**config.mk**
```make
export PLATFORM = sky130hd
export DESIGN_NAME = light_gun_hit_detector
export DESIGN_NICKNAME = d
export VERILOG_FILES = /design/src/design/lghd_pkg.sv /design/src/design/lghd_in_reg.sv /design/src/design/lghd_core.sv /design/src/design/light_gun_hit_detector.sv
export SDC_FILE = /design/constraint.sdc
export NUM_CORES = 1
export LEC_CHECK = 0
export BUFFER_PORTS_ARGS = -buffer_cell sky130_fd_sc_hd__buf_2
export CORE_MARGIN = 5
export CORE_UTILIZATION = 32
export CTS_CLUSTER_DIAMETER = 40
export CTS_CLUSTER_SIZE = 10
export DETAILED_ROUTE_END_ITERATION = 12
export PLACE_DENSITY = 0.54
export RECOVER_POWER = 50
export SETUP_SLACK_MARGIN = 0.5
export SLEW_MARGIN = 20
export SYNTH_ARGS = -nofsm -noshare
export SYNTH_HDL_FRONTEND = slang
export SYNTH_SLANG_ARGS = --single-unit
```
**constraint.sdc**
```tcl
create_clock -name clk -period 3.59 [get_ports clk]
set_input_delay 0 -clock clk [delete_from_list [all_inputs] [get_ports clk]]
set_output_delay 0 -clock clk [all_outputs]
set_load 0.005 [all_outputs]
```
**src/design/lghd_pkg.sv**
```systemverilog
// Shared types, constants and the palette white table for the light gun hit detector.
package lghd_pkg;

  localparam int WINDOW_HALF   = 8;
  localparam int SCREEN_WIDTH  = 256;
  localparam int SCREEN_HEIGHT = 240;

  localparam int COORD_W = 12;
  localparam int COUNT_W = 9;

  localparam logic [COUNT_W-1:0] COUNT_MAX       = '1;
  localparam logic [COUNT_W-1:0] THRESHOLD_RESET = 9'd64;

  localparam logic [7:0] STATUS_TRIGGER  = 8'h10;
  localparam logic [7:0] STATUS_NO_LIGHT = 8'h08;

  localparam logic [63:0] WHITE_MASK = 64'h3FFF_3FFF_1FFF_0001;

  typedef enum logic [2:0] {
    KIND_PIXEL     = 3'd0,
    KIND_AIM       = 3'd1,
    KIND_TRIGGER   = 3'd2,
    KIND_READ      = 3'd3,
    KIND_FRAME_END = 3'd4
  } kind_t;

  typedef struct packed {
    kind_t             kind;
    logic [7:0]        pixel_x;
    logic [7:0]        pixel_y;
    logic [5:0]        palette_index;
    logic signed [9:0] aim_x;
    logic signed [9:0] aim_y;
    logic              trigger_held;
    logic              rendering_enabled;
  } item_t;

  function automatic logic is_white(input logic [5:0] idx);
    return WHITE_MASK[idx];
  endfunction

  function automatic logic in_window(input logic [7:0] p, input logic signed [9:0] c);
    logic signed [COORD_W-1:0] ps;
    logic signed [COORD_W-1:0] cs;
    ps = $signed({{(COORD_W-8){1'b0}}, p});
    cs = COORD_W'(c);
    return (ps >= cs - COORD_W'(WINDOW_HALF)) && (ps < cs + COORD_W'(WINDOW_HALF));
  endfunction

endpackage

```
**src/design/lghd_in_reg.sv**
```systemverilog
// Input register stage that holds one item until the core takes it.
module lghd_in_reg (
  input  logic                 clk,
  input  logic                 rst_n,
  input  logic                 in_valid,
  output logic                 in_stall,
  input  lghd_pkg::item_t      in_item,
  input  logic                 advance,
  output logic                 item_valid,
  output lghd_pkg::item_t      item
);

  logic            valid_r;
  logic            valid_nxt;
  lghd_pkg::item_t item_r;

  assign in_stall   = valid_r && !advance;
  assign valid_nxt  = in_stall ? valid_r : in_valid;
  assign item_valid = valid_r;
  assign item       = item_r;

  always_ff @(posedge clk) begin
    if (!rst_n) begin
      valid_r <= 1'b0;
    end else begin
      valid_r <= valid_nxt;
    end
  end

  always_ff @(posedge clk) begin
    if (in_valid && !in_stall) begin
      item_r <= in_item;
    end
  end

endmodule

```
**src/design/lghd_core.sv**
```systemverilog
// Detector state, per-item evaluation and the status result register.
module lghd_core (
  input  logic                 clk,
  input  logic                 rst_n,
  input  logic                 item_valid,
  input  lghd_pkg::item_t      item,
  output logic                 advance,
  input  logic                 cfg_valid,
  input  logic [8:0]           cfg_data,
  input  logic                 out_stall,
  output logic                 out_valid,
  output logic [7:0]           out_read_data,
  output logic                 out_light_seen
);

  logic signed [9:0]                aim_col_r,   aim_col_nxt;
  logic signed [9:0]                aim_row_r,   aim_row_nxt;
  logic [lghd_pkg::COUNT_W-1:0]     run_cnt_r,   run_cnt_nxt;
  logic [lghd_pkg::COUNT_W-1:0]     frame_cnt_r, frame_cnt_nxt;
  logic                             trig_r,      trig_nxt;
  logic [lghd_pkg::COUNT_W-1:0]     thresh_r;
  logic                             out_valid_r, out_valid_nxt;
  logic [7:0]                       data_r,      data_nxt;
  logic                             light_r,     light_nxt;

  logic fire;
  logic pix_hit;
  logic aim_on;
  logic light;

  assign advance = !(out_valid_r && out_stall);
  assign fire    = item_valid && advance;

  assign pix_hit = ({4'd0, item.pixel_x} < 12'(lghd_pkg::SCREEN_WIDTH)) &&
                   ({4'd0, item.pixel_y} < 12'(lghd_pkg::SCREEN_HEIGHT)) &&
                   lghd_pkg::in_window(item.pixel_x, aim_col_r) &&
                   lghd_pkg::in_window(item.pixel_y, aim_row_r) &&
                   lghd_pkg::is_white(item.palette_index);

  assign aim_on = !aim_col_r[9] && !aim_row_r[9] &&
                  (12'(aim_col_r) < 12'(lghd_pkg::SCREEN_WIDTH)) &&
                  (12'(aim_row_r) < 12'(lghd_pkg::SCREEN_HEIGHT));

  assign light = aim_on && item.rendering_enabled && (frame_cnt_r > thresh_r);

  always_comb begin
    aim_col_nxt   = aim_col_r;
    aim_row_nxt   = aim_row_r;
    run_cnt_nxt   = run_cnt_r;
    frame_cnt_nxt = frame_cnt_r;
    trig_nxt      = trig_r;
    out_valid_nxt = advance ? 1'b0 : out_valid_r;
    data_nxt      = data_r;
    light_nxt     = light_r;
    if (fire) begin
      case (item.kind)
        lghd_pkg::KIND_PIXEL: begin
          if (pix_hit && run_cnt_r != lghd_pkg::COUNT_MAX) begin
            run_cnt_nxt = run_cnt_r + 1'b1;
          end
        end
        lghd_pkg::KIND_AIM: begin
          aim_col_nxt = item.aim_x;
          aim_row_nxt = item.aim_y;
        end
        lghd_pkg::KIND_TRIGGER: begin
          trig_nxt = item.trigger_held;
        end
        lghd_pkg::KIND_READ: begin
          out_valid_nxt = 1'b1;
          data_nxt      = (trig_r ? lghd_pkg::STATUS_TRIGGER : 8'h00) |
                          (light ? 8'h00 : lghd_pkg::STATUS_NO_LIGHT);
          light_nxt     = light;
        end
        lghd_pkg::KIND_FRAME_END: begin
          frame_cnt_nxt = run_cnt_r;
          run_cnt_nxt   = '0;
        end
        default: begin
        end
      endcase
    end
  end

  always_ff @(posedge clk) begin
    if (!rst_n) begin
      aim_col_r   <= '0;
      aim_row_r   <= '0;
      run_cnt_r   <= '0;
      frame_cnt_r <= '0;
      trig_r      <= 1'b0;
      thresh_r    <= lghd_pkg::THRESHOLD_RESET;
      out_valid_r <= 1'b0;
    end else begin
      aim_col_r   <= aim_col_nxt;
      aim_row_r   <= aim_row_nxt;
      run_cnt_r   <= run_cnt_nxt;
      frame_cnt_r <= frame_cnt_nxt;
      trig_r      <= trig_nxt;
      out_valid_r <= out_valid_nxt;
      if (cfg_valid) begin
        thresh_r <= cfg_data;
      end
    end
  end

  always_ff @(posedge clk) begin
    data_r  <= data_nxt;
    light_r <= light_nxt;
  end

  assign out_valid      = out_valid_r;
  assign out_read_data  = data_r;
  assign out_light_seen = light_r;

endmodule

```
**src/design/light_gun_hit_detector.sv**
```systemverilog
// Top level of the light gun hit detector.
// One item is accepted every cycle unless the input stalls: pixels, aim updates, trigger
// changes, frame ends and status reads all pass through an input register and a single
// evaluation step into the result register, so the sustained rate is one item per clock
// while no result is held. Only a read produces a result; a held result stalls the input
// only once the input register is also occupied. The threshold register is always ready
// and should be written while no item is in flight.
module light_gun_hit_detector (
  input  logic              clk,
  input  logic              rst_n,
  input  logic              in_valid,
  output logic              in_stall,
  input  logic [2:0]        in_kind,
  input  logic [7:0]        in_pixel_x,
  input  logic [7:0]        in_pixel_y,
  input  logic [5:0]        in_palette_index,
  input  logic signed [9:0] in_aim_x,
  input  logic signed [9:0] in_aim_y,
  input  logic              in_trigger_held,
  input  logic              in_rendering_enabled,
  input  logic              cfg_valid,
  output logic              cfg_ready,
  input  logic [8:0]        cfg_data,
  output logic              out_valid,
  input  logic              out_stall,
  output logic [7:0]        out_read_data,
  output logic              out_light_seen
);

  lghd_pkg::item_t in_item;
  lghd_pkg::item_t item;
  logic            item_valid;
  logic            advance;

  assign cfg_ready = 1'b1;

  always_comb begin
    in_item.kind              = lghd_pkg::kind_t'(in_kind);
    in_item.pixel_x           = in_pixel_x;
    in_item.pixel_y           = in_pixel_y;
    in_item.palette_index     = in_palette_index;
    in_item.aim_x             = in_aim_x;
    in_item.aim_y             = in_aim_y;
    in_item.trigger_held      = in_trigger_held;
    in_item.rendering_enabled = in_rendering_enabled;
  end

  lghd_in_reg u_in_reg (
    .clk        (clk),
    .rst_n      (rst_n),
    .in_valid   (in_valid),
    .in_stall   (in_stall),
    .in_item    (in_item),
    .advance    (advance),
    .item_valid (item_valid),
    .item       (item)
  );

  lghd_core u_core (
    .clk            (clk),
    .rst_n          (rst_n),
    .item_valid     (item_valid),
    .item           (item),
    .advance        (advance),
    .cfg_valid      (cfg_valid && cfg_ready),
    .cfg_data       (cfg_data),
    .out_stall      (out_stall),
    .out_valid      (out_valid),
    .out_read_data  (out_read_data),
    .out_light_seen (out_light_seen)
  );

endmodule

```
==> results by group, run 1 <==
Status
  – Status: finished with violations
  – Failing checks: max-capacitance violations, max-slew violations

Detailed routing
  – Iter 0 DRT Violations: 135
  – # DRC: 0
  – Routed vias/inst: 4.65
  – ANT nets after route: 0
  – Drt pass-1 iters: 4
  – Final WL: 10.1 mm
  – DR vias: 3,528
  – Routed WL per cell: 13.3 µm

Floorplanning
  – Die area: 18,100 µm²
  – Num rows: 45
  – Width of the die: 135 µm
  – Die height: 135 µm
  – Core area: 15,200 µm²
  – Ports: 73
  – Initial Utilization: 0.327

Placed design
  – Port Buffer Count: 65
  – Hpwl dp: 7.37 mm
  – Gpl congestion: 0.745
  – Post-DP Area: 5420 µm²
  – Placed Cells incl. Taps: 685

Flow run
  – Max-cap violations: 1

STA
  – Final Cycle Share: 0.790
  – Skew final: 0.0115 ns
  – Fin. max-slew vios: 45
  – Setup_tns: 0 ns
  – Highest attainable clock frequency: 352 MHz
  – Final hold violation count: 0
  – Slew margin rel.: -0.0853
  – Tightest Pin Transition: 1.63 ns
  – Final Setup Violations: 0
  – Fin crit period: 2.84 ns
  – RSZ-0062 raised after global routing: yes

Cells and area
  – Number of nets in the layout: 665
  – P&R area growth vs syn: 26.4%
  – Layout cell share with drive strength beyond 1: 0.137
  – Most common library cell in the layout ignoring fill and taps: dlygate4sd3_1
  – ANT cells: 0
  – Most frequent cells in the layout: 57 x dlygate4sd3_1, 50 x edfxtp_1, 48 x buf_2, 47 x dfxtp_1, 40 x mux2i_1
  – Util after Layout: 0.413
  – Non-Filler Instances: 758
  – Final Cell Area: 6280 µm²

Synthesis
  – Mean Syn Cell Area: 11.0 µm²
  – #FFs+latches synth: 101
  – Synth Flop Type: dfxtp_1
  – Ranking of synthesized cells by area: edfxtp_1 30%, dfxtp_1 21%, ha_1 9.8%, mux2i_1 8.1%, nor2b_1 4.9%
  – Post-synthesis cell area: 4970 µm²
  – Area leader, netlist: edfxtp_1
  – Synth top area share: 0.302
  – Post-Syn Instances: 451
  – Async S/R FF share, synth: 0
  – Synth warn: 0
  – Synth cell types: 50
  – Post-synth EDFFs: 50
  – Register area share after synthesis: 0.508

Pwr
  – Total power: 2.45 mW
  – PwrDens: 391 nW/µm²
  – Lkg Pwr: 2.46 nW
  – Peak supply drop: 335 µV

Setup path
  – Worst setup path class: reg2reg
  – Crit. End Element: register
  – Worst Path Max Fanout: 12
  – CP Launch Point: u_core.aim_row_r[4]
  – Setup crit start kind: register
  – CP arrival: 3.11 ns
  – Worst EP required: 3.86 ns
  – Reg2reg start: u_core.aim_row_r[4]

Clock tree
  – CTS tree: built
  – Total CTS buffers: 9
  – Clock Tree Root: clkbuf_16
  – Setup Fix Bufs, Post-CTS: 0
  – Clock-pin slew on the worst setup and hold paths: 0.07 ns
  – Worst-Skew Late Latency: 0.35 ns
  – Clk sinks: 101
  – Max clock buf depth: 2
  – H-tree Lvls: 3

Hold path
  – Hold Crit Start: out_stall
  – Hold Path Class: in2reg

Global route
  – Vias in the first global route: 3,563
  – First-pass GRT wire length: 16.9 mm
  – Initial antenna violation count: 0
  – Pin count of the biggest net entering global routing: 49
  – Grt ovf: 0
  – GRT Total Usage: 0.117
==> layout make-up <==
cell class	count	area, µm²
Sequential cell	101	2530
Multi-Input combinational cell	300	2230
Timing Repair Buffer	123	880
Clock buffer	10	239
Tap cell	188	235
Clock inverter	6	50.0
Fill cell	1461	8920
Inverter	30	113
==> sequential cells by signal, indices dropped and copies added, names as in the netlist, named ones only <==
register and cells:
u_core.frame_cnt_r 9, u_core.trig_r 1, u_in_reg.item_valid 1, u_in_reg.item 47, u_core.aim_col_r 10, u_core.out_light_seen 1, u_core.aim_row_r 10, u_core.run_cnt_r 9
u_core.out_read_data 2, u_core.out_valid 1, u_core.thresh_r 9
==> cells in the mapped netlist (all sizes together), types with 6 or more instances <==
cell	n
inv	30
o21ai	13
nor2	16
nand3	16
mux2i	40
edfxtp	50
o21a	8
nand4	6
nor3	6
nand2	22
dfxtp	51
xnor2	7
a21oi	21
clkbuf	13
ha	39
nor2b	39
buf	12
==> routing by layer <==
layer,share of wire,global-route usage,wire length [µm]
met5,0,0,0
met4,0.014,0.0356,143
met3,0.045,0.0320,458
met2,0.47,0.197,4710
met1,0.47,0.147,4790
==> what timing repair did <==
action                                  4_1_cts  5_1_grt
hold buffers                                 57        0
cloned                                        0        0
endpoints found under the setup margin        2        6
endpoints found under the hold margin        58        0
gates resized for setup                       1        6
==> final timing paths <==
| check | slack (ns) | endpoint | cells past startpoint |
|---|---|---|---|
| setup / recovery | 0.75 | u_core.run_cnt_r[6] | 11 |
| hold / removal | 0.04 | u_core.out_valid | 3 |
| setup reg to reg | 0.75 | u_core.run_cnt_r[6] | 11 |
| hold reg to reg | 0.49 | u_core.out_read_data[4] | 0 |
==> logic make-up (layout without fill, tap and decap cells) <==
| family | Yosys count | after routing | share of synthesized area |
|---|---|---|---|
| XOR/XNOR | 12 | 12 | 0.0212 |
| AND/OR/NAND/NOR | 128 | 128 | 0.141 |
| buffers and inverters | 55 | 169 | 0.0501 |
| other | 2 | 7 | 0.00151 |
| adder cells (fa/ha/maj) | 39 | 39 | 0.0982 |
| multiplexers | 42 | 42 | 0.0851 |
| flip-flops | 101 | 101 | 0.508 |
| AO/OA/AOI/OAI | 72 | 72 | 0.0952 |
==> worst max-delay path, stage by stage (launching register included) <==
cell	delay, ns
dfxtp_2	0.41
ha_1	0.24
nand3_1	0.11
xor2_1	0.17
ha_1	0.32
a21oi_1	0.15
o21ai_0	0.12
nor3_2	0.25
a2bb2oi_2	0.21
o211ai_2	0.20
or4_1	0.45
a21oi_1	0.14
==> power by group <==
group / leakage, nW / switching [mW] / internal [mW]
combinational: 1.42 / 0.102 / 0.127
clock: 0.144 / 0.444 / 0.502
sequential: 0.900 / 0.0222 / 1.25
==> metrics by stage <==
stage          worst slack [ns]  hold slack, ns
2_1_floorplan              1.02          0.0989
3_3_place_gp              0.605           0.176
3_5_place_dp              0.513           0.178
4_1_cts                   0.566          0.0212
5_1_grt                   0.445          0.0695
6_report                  0.753          0.0399
No activity file was read; power rests on OpenSTA's default activity.
==> inputs of run 2 (changes only) <==
--- a/config.mk
+++ b/config.mk
@@ -5,6 +5,7 @@
 export SDC_FILE = /design/constraint.sdc
 export NUM_CORES = 1
 export LEC_CHECK = 0
+export ABC_AREA = 1
 export BUFFER_PORTS_ARGS = -buffer_cell sky130_fd_sc_hd__buf_2
 export CORE_MARGIN = 5
 export CORE_UTILIZATION = 32
==> constraint.sdc (replaced) <==
create_clock -name clk -period 2.8 [get_ports clk]
set_input_delay 0 -clock clk [delete_from_list [all_inputs] [get_ports clk]]
set_output_delay 0 -clock clk [all_outputs]
set_load 0.005 [all_outputs]
==> run 2 against run 1 <==
Compared with the run above:
- the flow now finishes without violations
- routed wire length rose by 5.8%
- area after synthesis is 0.40% lower
- via count is 13% higher
- non-clock buffer count grew 12
- design area grew 4.2%
- power is 33% higher
- first-iteration DRC count up 13%
- die area is 0.37% lower
- critical path type unchanged
- critical endpoint is now u_core.frame_cnt_r[8]
==> results by group, run 2 <==
STA
  – Fin. max-slew vios: 0 (-100%)
  – Fin crit period: 2.34 ns (-0.497 ns)
  – Final Setup Violations: 0 (unchanged)
  – Highest attainable clock frequency: 427 MHz (+21%)
  – Final setup margin: 0.459 ns (-0.293 ns)
  – Final Cycle Share: 0.836 (+0.0457)
  – RSZ-0062 raised after global routing: yes
  – Skew final: 0.00552 ns (-0.00597 ns)
  – Setup_tns: 0 ns (unchanged)
  – Slew margin rel.: 0.517 (+0.603)
  – Hold Slack: 0.0877 ns (+0.0477 ns)
  – Final hold violation count: 0 (unchanged)
  – Tightest Pin Transition: 0.724 ns (-0.904 ns)

Synthesis
  – Synth Flop Type: dfxtp_1
  – Ranking of synthesized cells by area: edfxtp_1 30%, dfxtp_1 21%, ha_1 9.9%, nand2_1 7.5%, a21oi_1 5.7%
  – Area leader, netlist: edfxtp_1
  – Async S/R FF share, synth: 0 (unchanged)
  – Post-synth EDFFs: 50 (unchanged)
  – Post-synthesis cell area: 4950 µm² (-0.40%)
  – Synth cell types: 33 (-34%)
  – Mean Syn Cell Area: 8.98 µm² (-18%)
  – Synth top cells by count: 99 x nand2_1, 70 x inv_1, 56 x a21oi_1
  – Synth top area share: 0.303 (+0.00122)
  – Count leader, synth: nand2_1
  – Register area share after synthesis: 0.510 (+0.00205)
  – Synth warn: 0 (unchanged)
  – Post-Syn Instances: 551 (+22%)
  – #FFs+latches synth: 101 (unchanged)

Hold path
  – Hold Path Class: in2reg

Detailed routing
  – ANT nets after route: 0 (unchanged)
  – Drt pass-1 iters: 4 (unchanged)
  – Routed WL per cell: 12.2 µm (-8.6%)
  – Iter 0 DRT Violations: 152 (+13%)
  – Routed vias/inst: 4.53 (-2.8%)
  – # DRC: 0 (unchanged)
  – Final WL: 10.7 mm (+5.8%)
  – DR vias: 3,969 (+13%)

Cells and area
  – Most common library cell in the layout ignoring fill and taps: nand2_1
  – Largest register FFs: 47 (unchanged)
  – P&R area growth vs syn: 32.2%
  – Util after Layout: 0.430 (+0.0173)
  – Layout cell share with drive strength beyond 1: 0.180 (+0.0431)
  – Most frequent cells in the layout: 90 x nand2_1, 65 x inv_1, 60 x dlygate4sd3_1, 54 x buf_2, 52 x a21oi_1
  – Number of nets in the layout: 784 (+18%)
  – Final Cell Area: 6540 µm² (+4.2%)
  – ANT cells: 0 (unchanged)
  – Non-Filler Instances: 877 (+16%)

Clock tree
  – CTS tree: built
  – Max clock buf depth: 2 (unchanged)
  – Clock-pin slew on the worst setup and hold paths: 0.07 ns (about the same)
  – H-tree Lvls: 3 (unchanged)
  – Clk sinks: 101 (unchanged)
  – Total CTS buffers: 9 (unchanged)
  – Worst-Skew Late Latency: 0.35 ns (about the same)
  – Clock Tree Root: clkbuf_16

Global route
  – Pin count of the biggest net entering global routing: 48 (-2.0%)
  – Grt ovf: 0 (unchanged)
  – Vias in the first global route: 3,908 (+9.7%)
  – Initial antenna violation count: 0 (unchanged)
  – First-pass GRT wire length: 17.7 mm (+4.9%)
  – GRT Total Usage: 0.123 (+0.00544)

Placed design
  – Post-DP Area: 5480 µm² (+1.2%)
  – Placed Cells incl. Taps: 797 (+16%)
  – Gpl congestion: 0.850 (+14%)
  – Pre-CTS WS: 0.367 ns (-0.147 ns)
  – Hpwl dp: 7.54 mm (+2.3%)
  – Port Buffer Count: 65 (unchanged)

Floorplanning
  – Ports: 73 (unchanged)
  – Die area: 18,000 µm² (-0.37%)
  – Num rows: 45 (unchanged)
  – Width of the die: 134 µm (-0.19%)
  – Die height: 134 µm (-0.19%)
  – Core area: 15,200 µm² (unchanged)
  – Initial Utilization: 0.325 (-0.00132)

Flow run
  – Max-cap violations: 0 (-1)

Pwr
  – Total power: 3.27 mW (+33%)
  – Lkg Pwr: 2.85 nW (+16%)
  – PwrDens: 499 nW/µm² (+28%)
  – Peak supply drop: 344 µV (+2.9%)

Setup path
  – Crit. End Element: register
  – Worst Path Max Fanout: 18 (+6)
  – Setup crit start kind: register
  – Worst setup path class: reg2reg
  – Worst EP required: 3.04 ns (-0.82 ns)
  – CP arrival: 2.58 ns (-0.53 ns)

Status
  – Status: complete, no violations
run 2: cell types whose count changed after synthesis, moves of 32 or more:
cell | previous run | this run
nor2_1 | 16 | 50
nor2b_1 | 39 | 0
a21oi_1 | 21 | 56
o21ai_0 | 12 | 44
inv_1 | 30 | 70
mux2i_1 | 40 | 0
nand2_1 | 22 | 99
run 2: area by class of cell:
cell class | count | area (µm²)
inverter | 74 | 288
sequential | 101 | 2540
clock inverter | 5 | 60.1
tap | 188 | 235
multi-input combinational | 363 | 2170
timing repair buffer | 135 | 1010
fill | 1487 | 8660
clock buffer | 11 | 243
run 2: timing repair:
item	CTS	global route
pin swaps	6	21
hold buffers	60	0
setup buffers	0	4
resized for setup	21	25
endpoints found under the setup margin	9	11
hold endpoints to repair	57	0
cloned	0	0
run 2: final timing paths:
| path | start | to | slack (ns) | depth (start not counted) |
|---|---|---|---|---|
| hold reg to reg | u_core.trig_r | u_core.out_read_data[4] | 0.44 | 0 |
| setup / recovery | u_in_reg.item[45] | u_core.frame_cnt_r[8] | 0.46 | 7 |
| hold / removal | in_valid | u_in_reg.item_valid | 0.09 | 3 |
| setup reg to reg | u_in_reg.item[45] | u_core.frame_cnt_r[8] | 0.46 | 7 |
run 2: metal layers:
layer | share of wire | GRT usage
met5 | 0 | 0
met3 | 0.044 | 0.0263
met1 | 0.46 | 0.152
met4 | 0.018 | 0.0492
met2 | 0.48 | 0.208
run 2: critical path: stages, from the launching register on:
cell and delay (ns):
edfxtp_1 0.45, nor2_1 0.16, nand2_1 0.14, nor2_1 0.13
clkbuf_1 0.56, clkinv_1 0.48, nor2_1 0.24, nor2_1 0.07
run 2: power breakdown:
part / internal [mW] / switching [mW]
Sequential: 1.61 / 0.0289
Clock: 0.719 / 0.546
Combinational: 0.176 / 0.183
Total: 2.51 / 0.758
run 2: kinds of logic after synthesis:
logic type	synth area share
compound gates	0.123
xor+xnor	0.0230
fa+ha+maj	0.0986
buf+inv	0.0766
flops	0.510
other cells	0.00152
simple gates	0.167
